==> config.mk <==
export PLATFORM = sky130hd
export DESIGN_NAME = neighbourhood_offset_generator
export DESIGN_NICKNAME = d
export VERILOG_FILES = /design/src/rtl/nog_pkg.sv /design/src/rtl/neighbourhood_offset_generator.sv
export SDC_FILE = /design/constraint.sdc
export NUM_CORES = 1
export LEC_CHECK = 0
export BUFFER_PORTS_ARGS = -buffer_cell sky130_fd_sc_hd__buf_2
export CAP_MARGIN = 30
export CORE_MARGIN = 3
export CORE_UTILIZATION = 35
export CTS_CLUSTER_SIZE = 30
export DETAILED_ROUTE_END_ITERATION = 8
export GPL_TIMING_DRIVEN = 0
export SKIP_CTS_REPAIR_TIMING = 1
export SLEW_MARGIN = 20
export SYNTH_ARGS = -nofsm -noshare
export SYNTH_HDL_FRONTEND = slang
export SYNTH_SLANG_ARGS = --single-unit
==> constraint.sdc <==
create_clock -name clk -period 9.92 [get_ports clk]
set_clock_uncertainty 0.15 [all_clocks]
set_input_delay 0.992 -clock clk [delete_from_list [all_inputs] [get_ports clk]]
set_output_delay 0.992 -clock clk [all_outputs]
set_load 0.1 [all_outputs]
==> src/rtl/nog_pkg.sv <==
// Package for the neighbourhood offset generator: widths, constants, state codes.
`timescale 1ns / 1ps
package nog_pkg;

  localparam int MAX_DIMS   = 3;
  localparam int MAX_EXTENT = 1024;
  localparam int MAX_SIZE   = 64;

  localparam int WIDTH_W  = 7;   // requested kernel width
  localparam int EXTR_W   = 6;   // extreme value (width / 2)
  localparam int REL_W    = 7;   // signed relative coordinate
  localparam int EXT_W    = 11;  // array extent register
  localparam int NDIM_W   = 2;   // num_dims register
  localparam int OFS_W    = 27;  // linear offset
  localparam int SIZE_W   = 21;  // product of three widths
  localparam int STRIDE_W = 21;  // stride of dimension 2
  localparam int MUL_A_W  = 21;
  localparam int MUL_B_W  = 11;
  localparam int MUL_P_W  = MUL_A_W + MUL_B_W;

  localparam int IN_DATA_W  = 24;  // three widths, padded to bytes
  localparam int OUT_DATA_W = 48;  // three coordinates and the offset
  localparam int CFG_IDX_W  = 2;

  // Register indexes of the configuration port
  localparam logic [CFG_IDX_W-1:0] REG_NUM_DIMS    = 2'd0;
  localparam logic [CFG_IDX_W-1:0] REG_EXTENT_DIM0 = 2'd1;
  localparam logic [CFG_IDX_W-1:0] REG_EXTENT_DIM1 = 2'd2;

  // Sequencer states
  typedef enum logic [3:0] {
    ST_IDLE,
    ST_SIZE_AB,
    ST_SIZE_C,
    ST_STRIDE,
    ST_OFS_B,
    ST_OFS_C,
    ST_SETUP,
    ST_EMIT,
    ST_ERROR
  } state_t;

endpackage

==> src/rtl/neighbourhood_offset_generator.sv <==
// Top level of the neighbourhood offset generator: sequencer, shared multiplier, odometer.
`timescale 1ns / 1ps
//
// Usage:
//   A request enters on s_axis: three kernel widths, one per dimension. Even
//   widths round up to odd; dimensions at or above num_dims (min 1) count as 1.
//   The block then emits one item per neighbourhood position on m_axis, with
//   dimension 0 changing fastest; tlast marks the last position. If the
//   product of the rounded widths exceeds MAX_SIZE, a single item with tuser
//   (size error) and tlast set and all coordinates zero is emitted instead.
//   Configuration (num_dims, extent_dim0, extent_dim1) is written through
//   cfg_wr_en / cfg_index / cfg_data while the block is idle.
// Timing:
//   One shared 21x11 multiplier forms the size product, the dimension 2
//   stride and the start offset terms in SIZE_AB, SIZE_C, STRIDE, OFS_B and
//   OFS_C; SETUP loads the offset and deltas; EMIT then registers positions
//   one per cycle while m_axis is not stalled. s_axis_tready is high only
//   while the sequencer is idle, so no new request enters mid-neighbourhood.
// Reset: rst (synchronous) returns the sequencer to idle, empties the output
//   register and loads num_dims = 2, extents = 1024.
// Stall: a held m_axis_tready freezes the odometer; nothing is dropped.
//
module neighbourhood_offset_generator (
  input  logic                           clk,
  input  logic                           rst,
  // Input: width_a [6:0], width_b [13:7], width_c [20:14], zero [23:21]
  input  logic [nog_pkg::IN_DATA_W-1:0]  s_axis_tdata,
  input  logic                           s_axis_tvalid,
  output logic                           s_axis_tready,
  // Output: rel_a [6:0], rel_b [13:7], rel_c [20:14], linear_offset [47:21]
  output logic [nog_pkg::OUT_DATA_W-1:0] m_axis_tdata,
  // Output tuser: size_error [0]
  output logic                           m_axis_tuser,
  output logic                           m_axis_tlast,
  output logic                           m_axis_tvalid,
  input  logic                           m_axis_tready,
  // Configuration write port
  input  logic                           cfg_wr_en,
  input  logic [nog_pkg::CFG_IDX_W-1:0]  cfg_index,
  input  logic [nog_pkg::EXT_W-1:0]      cfg_data
);
  import nog_pkg::*;

  state_t state, state_next;

  // Configuration registers
  logic [NDIM_W-1:0] num_dims;
  logic [EXT_W-1:0]  extent_dim0;
  logic [EXT_W-1:0]  extent_dim1;

  // Per-request registers
  logic [WIDTH_W-1:0]       w_a, w_b, w_c;
  logic [EXTR_W-1:0]        extreme [3];
  logic signed [REL_W-1:0]  pos [3];
  logic [SIZE_W-1:0]        size_prod;
  logic [STRIDE_W-1:0]      stride2;
  logic [OFS_W-1:0]         ofs_b, ofs_c;
  logic [OFS_W-1:0]         delta1, delta2;
  logic [OFS_W-1:0]         offset;

  logic in_accept;
  logic out_free;
  logic is_last;

  // Saturated dimension 1 stride and extent, and effective dimension count
  logic [EXT_W-1:0]  stride1;
  logic [EXT_W-1:0]  ext1_sat;
  logic [NDIM_W-1:0] nd_eff;

  // Shared multiplier
  logic [MUL_A_W-1:0] mul_a;
  logic [MUL_B_W-1:0] mul_b;
  logic [MUL_P_W-1:0] mul_p;

  // Rounded widths of the incoming request
  logic [WIDTH_W-1:0] in_w [3];

  // Odometer next values
  logic signed [REL_W-1:0] pos_next [3];
  logic [OFS_W-1:0]        offset_next;

  assign in_accept = s_axis_tvalid && s_axis_tready;
  assign out_free  = !m_axis_tvalid || m_axis_tready;
  assign s_axis_tready = (state == ST_IDLE);

  assign stride1  = (extent_dim0 > EXT_W'(MAX_EXTENT)) ? EXT_W'(MAX_EXTENT) : extent_dim0;
  assign ext1_sat = (extent_dim1 > EXT_W'(MAX_EXTENT)) ? EXT_W'(MAX_EXTENT) : extent_dim1;

  always_comb begin
    nd_eff = num_dims;
    if (num_dims == '0) nd_eff = NDIM_W'(1);
    if (num_dims > NDIM_W'(MAX_DIMS)) nd_eff = NDIM_W'(MAX_DIMS);
  end

  // Width rounding: unused dimensions are width 1, even widths become odd
  always_comb begin
    for (int i = 0; i < 3; i++) begin
      if (i < int'(nd_eff)) begin
        in_w[i] = s_axis_tdata[i*WIDTH_W +: WIDTH_W] | WIDTH_W'(1);
      end else begin
        in_w[i] = WIDTH_W'(1);
      end
    end
  end

  // Operand selection for the shared multiplier
  always_comb begin
    mul_a = '0;
    mul_b = '0;
    case (state)
      ST_SIZE_AB: begin
        mul_a = MUL_A_W'(w_a);
        mul_b = MUL_B_W'(w_b);
      end
      ST_SIZE_C: begin
        mul_a = size_prod;
        mul_b = MUL_B_W'(w_c);
      end
      ST_STRIDE: begin
        mul_a = MUL_A_W'(stride1);
        mul_b = ext1_sat;
      end
      ST_OFS_B: begin
        mul_a = MUL_A_W'(stride1);
        mul_b = MUL_B_W'(extreme[1]);
      end
      ST_OFS_C: begin
        mul_a = stride2;
        mul_b = MUL_B_W'(extreme[2]);
      end
      default: begin
        mul_a = '0;
        mul_b = '0;
      end
    endcase
  end

  assign mul_p = MUL_P_W'(mul_a) * MUL_P_W'(mul_b);

  // Last position when every coordinate sits at its upper extreme
  assign is_last = (pos[0] == $signed({1'b0, extreme[0]})) &&
                   (pos[1] == $signed({1'b0, extreme[1]})) &&
                   (pos[2] == $signed({1'b0, extreme[2]}));

  // Odometer step with incremental offset update
  always_comb begin
    for (int i = 0; i < 3; i++) pos_next[i] = pos[i];
    offset_next = offset;
    if (pos[0] < $signed({1'b0, extreme[0]})) begin
      pos_next[0] = pos[0] + REL_W'(1);
      offset_next = offset + OFS_W'(1);
    end else begin
      pos_next[0] = -$signed({1'b0, extreme[0]});
      if (pos[1] < $signed({1'b0, extreme[1]})) begin
        pos_next[1] = pos[1] + REL_W'(1);
        offset_next = offset + delta1;
      end else begin
        pos_next[1] = -$signed({1'b0, extreme[1]});
        pos_next[2] = pos[2] + REL_W'(1);
        offset_next = offset + delta2;
      end
    end
  end

  // Next state
  always_comb begin
    state_next = state;
    unique case (state)
      ST_IDLE:    if (in_accept) state_next = ST_SIZE_AB;
      ST_SIZE_AB: state_next = ST_SIZE_C;
      ST_SIZE_C:  state_next = (mul_p > MUL_P_W'(MAX_SIZE)) ? ST_ERROR : ST_STRIDE;
      ST_STRIDE:  state_next = ST_OFS_B;
      ST_OFS_B:   state_next = ST_OFS_C;
      ST_OFS_C:   state_next = ST_SETUP;
      ST_SETUP:   state_next = ST_EMIT;
      ST_EMIT:    if (out_free && is_last) state_next = ST_IDLE;
      ST_ERROR:   if (out_free) state_next = ST_IDLE;
      default:    state_next = ST_IDLE;
    endcase
  end

  always_ff @(posedge clk) begin
    if (rst) begin
      state <= ST_IDLE;
    end else begin
      state <= state_next;
    end
  end

  // Configuration registers
  always_ff @(posedge clk) begin
    if (rst) begin
      num_dims    <= NDIM_W'(2);
      extent_dim0 <= EXT_W'(MAX_EXTENT);
      extent_dim1 <= EXT_W'(MAX_EXTENT);
    end else if (cfg_wr_en) begin
      case (cfg_index)
        REG_NUM_DIMS:    num_dims    <= cfg_data[NDIM_W-1:0];
        REG_EXTENT_DIM0: extent_dim0 <= cfg_data;
        REG_EXTENT_DIM1: extent_dim1 <= cfg_data;
        default: ;
      endcase
    end
  end

  // Request datapath
  always_ff @(posedge clk) begin
    case (state)
      ST_IDLE: begin
        if (in_accept) begin
          w_a <= in_w[0];
          w_b <= in_w[1];
          w_c <= in_w[2];
          for (int i = 0; i < 3; i++) begin
            extreme[i] <= in_w[i][WIDTH_W-1:1];
            pos[i]     <= -$signed({1'b0, in_w[i][WIDTH_W-1:1]});
          end
        end
      end
      ST_SIZE_AB: size_prod <= mul_p[SIZE_W-1:0];
      ST_SIZE_C:  size_prod <= mul_p[SIZE_W-1:0];
      ST_STRIDE:  stride2   <= mul_p[STRIDE_W-1:0];
      ST_OFS_B:   ofs_b     <= mul_p[OFS_W-1:0];
      ST_OFS_C:   ofs_c     <= mul_p[OFS_W-1:0];
      ST_SETUP: begin
        offset <= OFS_W'(0) - OFS_W'(extreme[0]) - ofs_b - ofs_c;
        delta1 <= OFS_W'(stride1) - OFS_W'({extreme[0], 1'b0});
        delta2 <= OFS_W'(stride2) - OFS_W'({extreme[0], 1'b0})
                  - {ofs_b[OFS_W-2:0], 1'b0};
      end
      ST_EMIT: begin
        if (out_free && !is_last) begin
          pos    <= pos_next;
          offset <= offset_next;
        end
      end
      default: ;
    endcase
  end

  // Output register
  always_ff @(posedge clk) begin
    if (rst) begin
      m_axis_tvalid <= 1'b0;
    end else if ((state == ST_EMIT || state == ST_ERROR) && out_free) begin
      m_axis_tvalid <= 1'b1;
    end else if (m_axis_tready) begin
      m_axis_tvalid <= 1'b0;
    end
  end

  always_ff @(posedge clk) begin
    if (state == ST_EMIT && out_free) begin
      m_axis_tdata <= {offset, pos[2], pos[1], pos[0]};
      m_axis_tlast <= is_last;
      m_axis_tuser <= 1'b0;
    end else if (state == ST_ERROR && out_free) begin
      m_axis_tdata <= '0;
      m_axis_tlast <= 1'b1;
      m_axis_tuser <= 1'b1;
    end
  end

  // Checks
  a_pos_in_range: assert property (@(posedge clk) disable iff (rst)
    state == ST_EMIT |-> (pos[0] <= $signed({1'b0, extreme[0]})) &&
                         (pos[1] <= $signed({1'b0, extreme[1]})) &&
                         (pos[2] <= $signed({1'b0, extreme[2]})))
    else $error("odometer coordinate beyond extreme");

  a_error_is_last: assert property (@(posedge clk) disable iff (rst)
    m_axis_tvalid && m_axis_tuser |-> m_axis_tlast && (m_axis_tdata == '0))
    else $error("size error item not a single zero item");

  a_error_size: assert property (@(posedge clk) disable iff (rst)
    state == ST_ERROR |-> size_prod > SIZE_W'(MAX_SIZE))
    else $error("error path taken for a neighbourhood within limits");

  a_emit_size_ok: assert property (@(posedge clk) disable iff (rst)
    state == ST_EMIT |-> size_prod <= SIZE_W'(MAX_SIZE))
    else $error("emitting an oversize neighbourhood");

endmodule
# Word-level counts from Yosys, hierarchy flattened

Memories as Yosys holds them, arrays and structs flattened.
Cells that the tools add are included.
Widths: inputs -> output; s select.

Input bits: 42
Bits in writable memories: 18
Memories kept: 1
Register bits after elaboration: 298

Memory list:

| name    | depth | bits a word | rd ports | clocked after memory_dff | wr ports | RTL line                             | source |
|---|---|---|---|---|---|---|---|
| extreme | 3     | 6           | 3        | 0                        | 3        | neighbourhood_offset_generator.sv:53 | `logic [EXTR_W-1:0] extreme [3];` |

Magnitude comparators: 9
Multiply operators: 1
Equality and inequality tests: 19
$add $sub $neg: 17
Muxes and demuxes: 34
Reduce and logical (&&, ||, !) cells: 30

Operators with widths:

| kind                  | count |
|---|---|
| $mux 48               | 2 |
| $pmux 21 s4           | 1 |
| $mux 27               | 3 |
| $sub 27x27->27        | 3 |
| $pmux 11 s5           | 1 |
| $add 27x27->27        | 2 |
| $pmux 27 s2           | 1 |
| $mux 21               | 2 |
| $mux 7                | 6 |
| $pmux 21 s2           | 1 |
| $pmux 4 s9            | 1 |
| $neg 6->7             | 5 |
| $gt 32x7->1 const B   | 1 |
| $mul 21x11->32        | 1 |
| $add 27x1->27 const B | 1 |
| $gt 11x11->1 const B  | 2 |
| $mux 11               | 2 |
| $sub 21x7->22         | 1 |
| $add 7x2->7 const B   | 3 |
| $eq 7x7->1            | 3 |
| $eq 4x3->1 const B    | 4 |
| $mux 4                | 4 |
| $lt 7x7->1            | 2 |
| $mux 14               | 1 |
| other kinds (25)      | 57 |

# Longest topological paths before layout

Gate-level depths: netlist (run 1).

Depth in word-level cells: 8
Gate-level depth with buffers: 30
Mapped depth without buffers: 27

# Least setup slack after synthesis (run 1)

No wires, ideal clock.

Kind: register to register
Start: register state[0]
End: register state[0]
Arrival: 9150 ps
Setup slack: 529 ps
Stages on the path, launching flop included: 26
Buffers on the path: 1
Data required time: 9679 ps
Path through: dfxtp_1 > buf_6 > nor4b_2 > nor2_1 > a21oi_1 > a221oi_1 > or2_2 > fa_1 > fa_1 > inv_1 > fa_1 > fa_1 > inv_1 > fa_1 > inv_1 > ha_1 > and4_1 > a211oi_2 > o21ai_0 > o2bb2ai_2 > xor2_1 > or4_1 > or4b_1 > nor4_2 > nand4_1 > a311oi_1

Longest elaborated chain between the ends: 7

Ends and longest elaborated chain:

| item                                     | RTL line                              | source |
|---|---|---|
| start: declaration                       | neighbourhood_offset_generator.sv:44  | `state_t state, state_next;` |
| start signal: assignment                 | neighbourhood_offset_generator.sv:186 | `state <= state_next;` |
| $eq 4x3->1 or $eq 4x2->1 (tied branches) | neighbourhood_offset_generator.sv:110 | `case (state)` |
| $reduce_or 2->1 (no line)                | -                                     |  |
| $pmux 21 s4                              | neighbourhood_offset_generator.sv:110 |  |
| $mul 21x11->32 *                         | neighbourhood_offset_generator.sv:138 | `assign mul_p = MUL_P_W'(mul_a) * MUL_P_W'(mul_b);` |
| via mul_p[17]                            | neighbourhood_offset_generator.sv:73  | `logic [MUL_P_W-1:0] mul_p;` |
| $gt 32x7->1 *                            | neighbourhood_offset_generator.sv:171 | `ST_SIZE_C: state_next = (mul_p > MUL_P_W'(MAX_SIZE)) ? ST_ERROR : ST_STRIDE;` |
| $mux 4 *                                 | neighbourhood_offset_generator.sv:171 |  |
| $pmux 4 s9 *                             | neighbourhood_offset_generator.sv:168 | `unique case (state)` |

The timed path passes the listed nets; every way through them passes the cells marked *.
A chain may end at the register's enable or synchronous reset.

# Worst setup path in the final report (run 1)

Start: register state[2]
End: register state[0]

The elaborated chain is that of the path after synthesis.

==> results of run 1 <==
-- worst max-delay path by stage --
| stage | start | endpoint | slack [ns] | depth (start not counted) |
|---|---|---|---|---|
| 6_report | state[2] | state[0] | 0.44 | 27 |
| 5_1_grt | state[1] | state[0] | 0.005 | 26 |
| 4_1_cts | state[3] | state[0] | -0.25 | 27 |
| 3_5_place_dp | state[3] | state[0] | -0.22 | 27 |
| 3_3_place_gp | state[2] | state[0] | -2.23 | 24 |
| 2_1_floorplan | state[0] | state[0] | 0.53 | 25 |
-- through the flow --
stage	util	instances	total power, µW	TNS, ns
final	0.4004	3627	3470	0
after global routing	0.4004	3627	3677	0
after CTS	0.3997	3625	3472	-0.4497
after detailed placement	0.3857	3569	2369	-0.3806
after global placement	0.3825	3554	2362	-32.39
after floorplan	-	2547	2111	0
-- cells by family after synthesis --
kind of cell	Yosys count
muxes	26
DFF	280
adders and majority gates	379
other	2
buffers and inverters	418
and+or+nand+nor	782
xor gates and xnor gates	149
AOI/OAI and AO/OA	473
-- flip-flops by register name, summed over array words and instances (netlist names), 2 cells and up --
name          cells
extreme          17
ofs_b            27
delta1           12
offset           27
size_prod        21
m_axis_tdata     48
delta2           27
pos              21
extent_dim1      11
stride2          21
state             4
num_dims          2
extent_dim0      11
ofs_c            27
-- where the power goes --
part           switching (µW)  internal, µW  total (µW)
logic                     622           357         979
registers                38.8          1360        1400
clock network             465           628        1090
total                    1130          2340        3470
-- layer usage --
metal / GRT usage / share of wire / wire [µm] / up-vias
met2: 0.2894 / 0.46 / 29610 / 456
met5: 0 / 0 / 0 / -
met3: 0.01885 / 0.049 / 3189 / 86
met1: 0.2445 / 0.46 / 29730 / 8861
met4: 0.05652 / 0.032 / 2060 / 0
li1: - / - / - / 8907
-- critical path, cell delays in order (launching register included) --
cell and delay [ns]:
dfxtp_1 0.46, nor4b_4 0.51, buf_6 0.22, buf_4 0.21, nor2_1 0.15, a21oi_1 0.47
a221oi_1 0.31, buf_2 0.25, or2_2 0.29, fa_1 0.52, fa_1 0.55, inv_1 0.06
fa_1 0.47, fa_1 0.51, inv_1 0.05, fa_1 0.54, inv_1 0.05, ha_1 0.35
a21o_1 0.25, a211oi_2 0.35, o21ai_0 0.17, o2bb2ai_2 0.20, xor2_1 0.24, or4_1 0.54
or4b_1 0.48, nor4_2 0.42, nand4_1 0.26, a311oi_1 0.34
-- cell type report --
class	count	area (µm²)	area share
multi-input cells	1849	14800	0.5438
flip-flops and latches	280	8108	0.2978
inverters	333	1250	0.04592
well taps	921	1152	0.04233
clock buffers	45	868.3	0.03190
repair buffers	103	613.1	0.02252
plain buffers	85	340.3	0.01250
clock inverters	11	87.58	0.003218
-- cell usage in the layout (no fill, tap or decap), types with 29 or more instances in the layout --
master,netlist,routed
fa_1,200,200
inv_1,333,333
a21o_1,42,42
xor2_1,65,65
o21ai_0,88,87
nand2b_1,29,29
clkbuf_16,0,31
nor2_1,219,216
nand2_1,251,251
nor3_1,42,39
clkbuf_1,70,77
and3_1,63,63
buf_2,4,94
dfxtp_1,30,30
ha_1,179,179
xnor2_1,84,84
edfxtp_1,250,250
nand3_1,49,47
a21oi_1,151,151
conb_1,2,40
==> qor.csv, run 1 <==
stage,metric,value,unit
timing,worst-margin pin slew,1.048,ns
grt,global-route wire length before repair,102.4,mm
logic_synthesis,prevailing post-synth register cell,edfxtp_1,
timing,post-route setup slack,0.4364,ns
clock_tree,CTS Root Cell,clkbuf_16,
logic_synthesis,mean area per synthesized cell,9.676,µm²
timing,hold_ws,0.3369,ns
timing,RSZ-0062 raised after global routing,false,
floorplan,die area,72560,µm²
placement,buffers added on ports,86,
floorplan,Die Height,269.4,µm
logic_synthesis,Ys Warns,0,
floorplan,initial core utilization,0.3571,
detailed_routing,Via-to-Cell Ratio,5.048,
critical_path,FF-to-FF Start,state[2],
critical_path,Register-to-Register Path Depth,27,
worst_hold_path,hold depth,0,
logic_synthesis,sequential area share after synthesis,0.3340,
floorplan,Die X,269.4,µm
detailed_routing,Routed Antenna Nets,0,
clock_tree,clock sinks,280,
floorplan,Rows,95,
grt,initial antenna violation count,0,
detailed_routing,Detailed Route Iter0 Violations,1241,
layout,Antenna Cells,0,
floorplan,I/O Pins,94,
critical_path,CP arrival,9.81,ns
critical_path,Worst R2R End,state[0],
logic_synthesis,"top cells by count, synth","inv_1 (333), nand2_1 (251), edfxtp_1 (250), nor2_1 (219), fa_1 (200)",
critical_path,Critical Path Start Type,register,
detailed_routing,DRC Markers,1,
critical_path,required time of the critical path,10.25,ns
logic_synthesis,most frequent cell after synthesis,inv_1,
logic_synthesis,Synth cell types,85,
run_status,status,"finished, violations left",
critical_path,crit-path max FO,11,
timing,f_max,105.4,MHz
power_and_ir_drop,leakage power,0.01189,µW
logic_synthesis,Synth Area in Compound Gates,0.1273,
grt,number of global-route vias before repair,18291,
clock_tree,Skew-Pair Late Insertion Delay,0.57,ns
timing,Final min period,9.484,ns
logic_synthesis,mux contribution to synthesized area,0.01072,
clock_tree,CTS H-Tree Depth,1,
grt,gr usage total,0.1762,
placement,Placer Congestion,0.8820,
logic_synthesis,XOR/XNOR Fraction of Synth Area,0.05375,
timing,Final setup viols,0,
layout,Fill cells,6819,
timing,fin crit share,0.9560,
layout,design area,27220,µm²
job,Max-cap violations,0,
clock_tree,Worst-path clk slew,0.06,ns
worst_hold_path,Hold Path End,delta2[0],
power_and_ir_drop,power per cell area,127.5,nW/µm²
grt,largest net degree at the start of global routing,31,
logic_synthesis,"FF+latch count, synth",280,
layout,share of cells above drive strength 1,0.07354,
grt,Congestion Overflow GR,0,
placement,dpl ws,-0.2192,ns
critical_path,CP Capture Type,register,
logic_synthesis,Synth top area share,0.3092,
detailed_routing,DR WL/cell,17.81,µm
logic_synthesis,Yosys top cell by area,edfxtp_1,
placement,dpl cell area,26220,µm²
layout,fin nets,3103,
critical_path,reg2reg setup slack,0.44,ns
run_status,violated checks,DRC,
logic_synthesis,dominant cells by area after synthesis,"edfxtp_1 (31%), fa_1 (16%), ha_1 (9.2%)",
logic_synthesis,Simple-Gate Fraction of Synth Area,0.1516,
placement,DP HPWL,53.23,mm
clock_tree,TritonCTS buffer count,30,
worst_hold_path,min-delay src,stride2[0],
worst_hold_path,Hold Path Class,reg -> reg,
detailed_routing,routed via count,18310,
timing,Final Max Slew Viols,0,
critical_path,Worst Setup Path Type,reg -> reg,
logic_synthesis,post-synthesis cell count,2509,
logic_synthesis,Post-synth EDFFs,250,
detailed_routing,Pre-antenna DRT Iters,7,
floorplan,Core ar.,67990,µm²
detailed_routing,Total Routed Length,64.58,mm
logic_synthesis,main combinational cell family by area after synthesis,adder cells,
logic_synthesis,Netlist Area Pre-Place,24280,µm²
layout,area delta synth->final,12.12,%
timing,"Hold Violations, Final",0,
power_and_ir_drop,worst vdd ir,0.1314,mV
clock_tree,Max clock buf depth,3,
logic_synthesis,Async SR Flop Fraction,0,
clock_tree,CTS tree,done,
timing,Worst slew margin,0.2952,
logic_synthesis,post-synthesis adder-cell area fraction,0.2572,
(Power assumes the default switching activity.)
==> inputs of run 2 (changes only) <==
--- a/config.mk
+++ b/config.mk
@@ -11,7 +11,6 @@
 export CORE_UTILIZATION = 35
 export CTS_CLUSTER_SIZE = 30
 export DETAILED_ROUTE_END_ITERATION = 8
-export GPL_TIMING_DRIVEN = 0
 export SKIP_CTS_REPAIR_TIMING = 1
 export SLEW_MARGIN = 20
 export SYNTH_ARGS = -nofsm -noshare
==> run 2 against run 1 <==
Against the previous run:
- the flow now finishes without violations
- core utilization down 0.29 points
- register-to-register slack better by 0.31 ns
- hold slack worse by 0.0076 ns
- first-iteration DRC count up 3.0%
- sequential power about the same
- via count down 0.96%
- die area unchanged
- final area down 0.72%
- maximum frequency up 3.4%
- clock power up 6%
- clock-buffer cell count down 13
- routed wire length down 6.4%
- critical path type unchanged
- highest routed layer unchanged
==> qor.csv, run 2 (same netlist as run 1, synthesis figures left out) <==
stage,metric,value,unit
layout,max reg flops,48,
clock_tree,Max clock buf depth,3,
grt,Congestion Overflow GR,0,
timing,Final setup viols,0,
power_and_ir_drop,power per cell area,130.8,nW/µm²
detailed_routing,DRC Markers,0,
detailed_routing,Routed Antenna Nets,0,
critical_path,crit-path max FO,16,
timing,RSZ-0062 raised after global routing,false,
floorplan,I/O Pins,94,
timing,Final Max Slew Viols,0,
critical_path,FF-to-FF Start,state[2],
timing,Worst slew margin,0.3617,
detailed_routing,Via-to-Cell Ratio,5.094,
placement,buffers added on ports,87,
floorplan,Rows,95,
timing,"Hold Violations, Final",0,
detailed_routing,Detailed Route Iter0 Violations,1278,
clock_tree,Skew-Pair Late Insertion Delay,0.60,ns
worst_hold_path,min-delay src,stride2[0],
power_and_ir_drop,leakage power,0.01185,µW
timing,Final min period,9.170,ns
critical_path,Critical Path Start Type,register,
grt,initial antenna violation count,0,
critical_path,Worst Setup Path Type,reg -> reg,
layout,fin nets,3035,
timing,f_max,109.1,MHz
detailed_routing,Pre-antenna DRT Iters,5,
floorplan,die area,72560,µm²
floorplan,initial core utilization,0.3571,
timing,worst-margin pin slew,0.9556,ns
power_and_ir_drop,worst vdd ir,0.1349,mV
floorplan,Die X,269.4,µm
timing,fin crit share,0.9243,
grt,largest net degree at the start of global routing,99,
detailed_routing,DR WL/cell,16.97,µm
critical_path,Worst Setup SP,state[2],
timing,sum of negative setup slack,0,ns
placement,Placer Congestion,0.8777,
clock_tree,CTS Root Cell,clkbuf_16,
grt,number of global-route vias before repair,18674,
clock_tree,CTS tree,done,
layout,Antenna Cells,0,
layout,"most common cell after layout, fill and taps aside",inv_1,
clock_tree,Worst-path clk slew,0.07,ns
layout,Top reg by flops,m_axis_tdata,
run_status,status,finished clean,
layout,area delta synth->final,11.31,%
layout,design area,27020,µm²
grt,global-route wire length before repair,98.97,mm
placement,dpl cell area,25990,µm²
floorplan,Die Height,269.4,µm
job,Max-cap violations,0,
layout,area of the multi-input gates,14810,µm²
floorplan,Core ar.,67990,µm²
placement,DP HPWL,48.93,mm
worst_hold_path,Hold Path Class,reg -> reg,
layout,most frequent cells in the layout,"inv_1 (333), nand2_1 (251), edfxtp_1 (250)",
layout,Reg area,8108,µm²
grt,gr usage total,0.1650,
layout,Fill cells,6676,
critical_path,required time of the critical path,10.28,ns
layout,share of cells above drive strength 1,0.07995,
clock_tree,clock sinks,280,
critical_path,CP arrival,9.53,ns
detailed_routing,Total Routed Length,60.42,mm
critical_path,CP Capture Type,register,
clock_tree,TritonCTS buffer count,31,
clock_tree,CTS H-Tree Depth,1,
detailed_routing,routed via count,18135,
run 2: metal layers:
metal | track usage | vias to the layer above | part of all wire
li1 | - | 8768 | -
met5 | 0 | - | 0
met1 | 0.2224 | 8834 | 0.45
met4 | 0.04596 | 0 | 0.027
met3 | 0.01520 | 80 | 0.044
met2 | 0.2839 | 453 | 0.48
run 2: final timing paths:
kind / end / slack [ns] / depth (start not counted)
max: state[0] / 0.75 / 25
min: delta2[0] / 0.33 / 0
max reg2reg: state[0] / 0.75 / 25
min reg2reg: delta2[0] / 0.33 / 0
run 2: cell type report:
| type | instances | area share |
|---|---|---|
| clock buffer | 32 | 0.02884 |
| timing repair buffer | 119 | 0.02528 |
| sequential | 280 | 0.3000 |
| multi-input combinational | 1849 | 0.5481 |
| inverter | 333 | 0.04625 |
| clock inverter | 26 | 0.008843 |
| tap | 921 | 0.04264 |
run 2: per-stage QoR:
step	utilization	hold WS [ns]	power, µW	setup WS (ns)	instances
global placement	0.3819	0.2976	2352	0.9004	3498
finish	0.3975	0.3293	3534	0.7505	3560
detailed placement	0.3823	0.3099	2370	0.7912	3500
CTS	0.3973	0.3302	3533	0.7646	3558
floorplan	-	0.2771	2111	0.5291	2547
global route	0.3975	0.3469	3737	0.08291	3560
run 2: worst max-delay path, cell delays in order, from the launching register on:
cell	delay, ns
dfxtp_1	0.74
nor4b_4	0.47
nor2_1	0.26
a21oi_1	0.42
a221oi_1	0.16
buf_4	0.22
or2_2	0.29
fa_1	0.50
fa_1	0.55
inv_1	0.06
fa_1	0.52
fa_1	0.56
inv_1	0.06
fa_1	0.53
inv_1	0.05
ha_1	0.36
and3_1	0.25
a21boi_0	0.24
a21oi_2	0.11
o2bb2ai_2	0.31
xor2_1	0.24
or4_1	0.54
or4b_1	0.50
nor4_2	0.45
nand4_1	0.24
a311oi_1	0.29
run 2: power breakdown:
part	internal [µW]	total (µW)	switching, µW
registers	1360	1400	43.9
logic	365	975	610
clock network	655	1160	500
total	2380	3530	1150
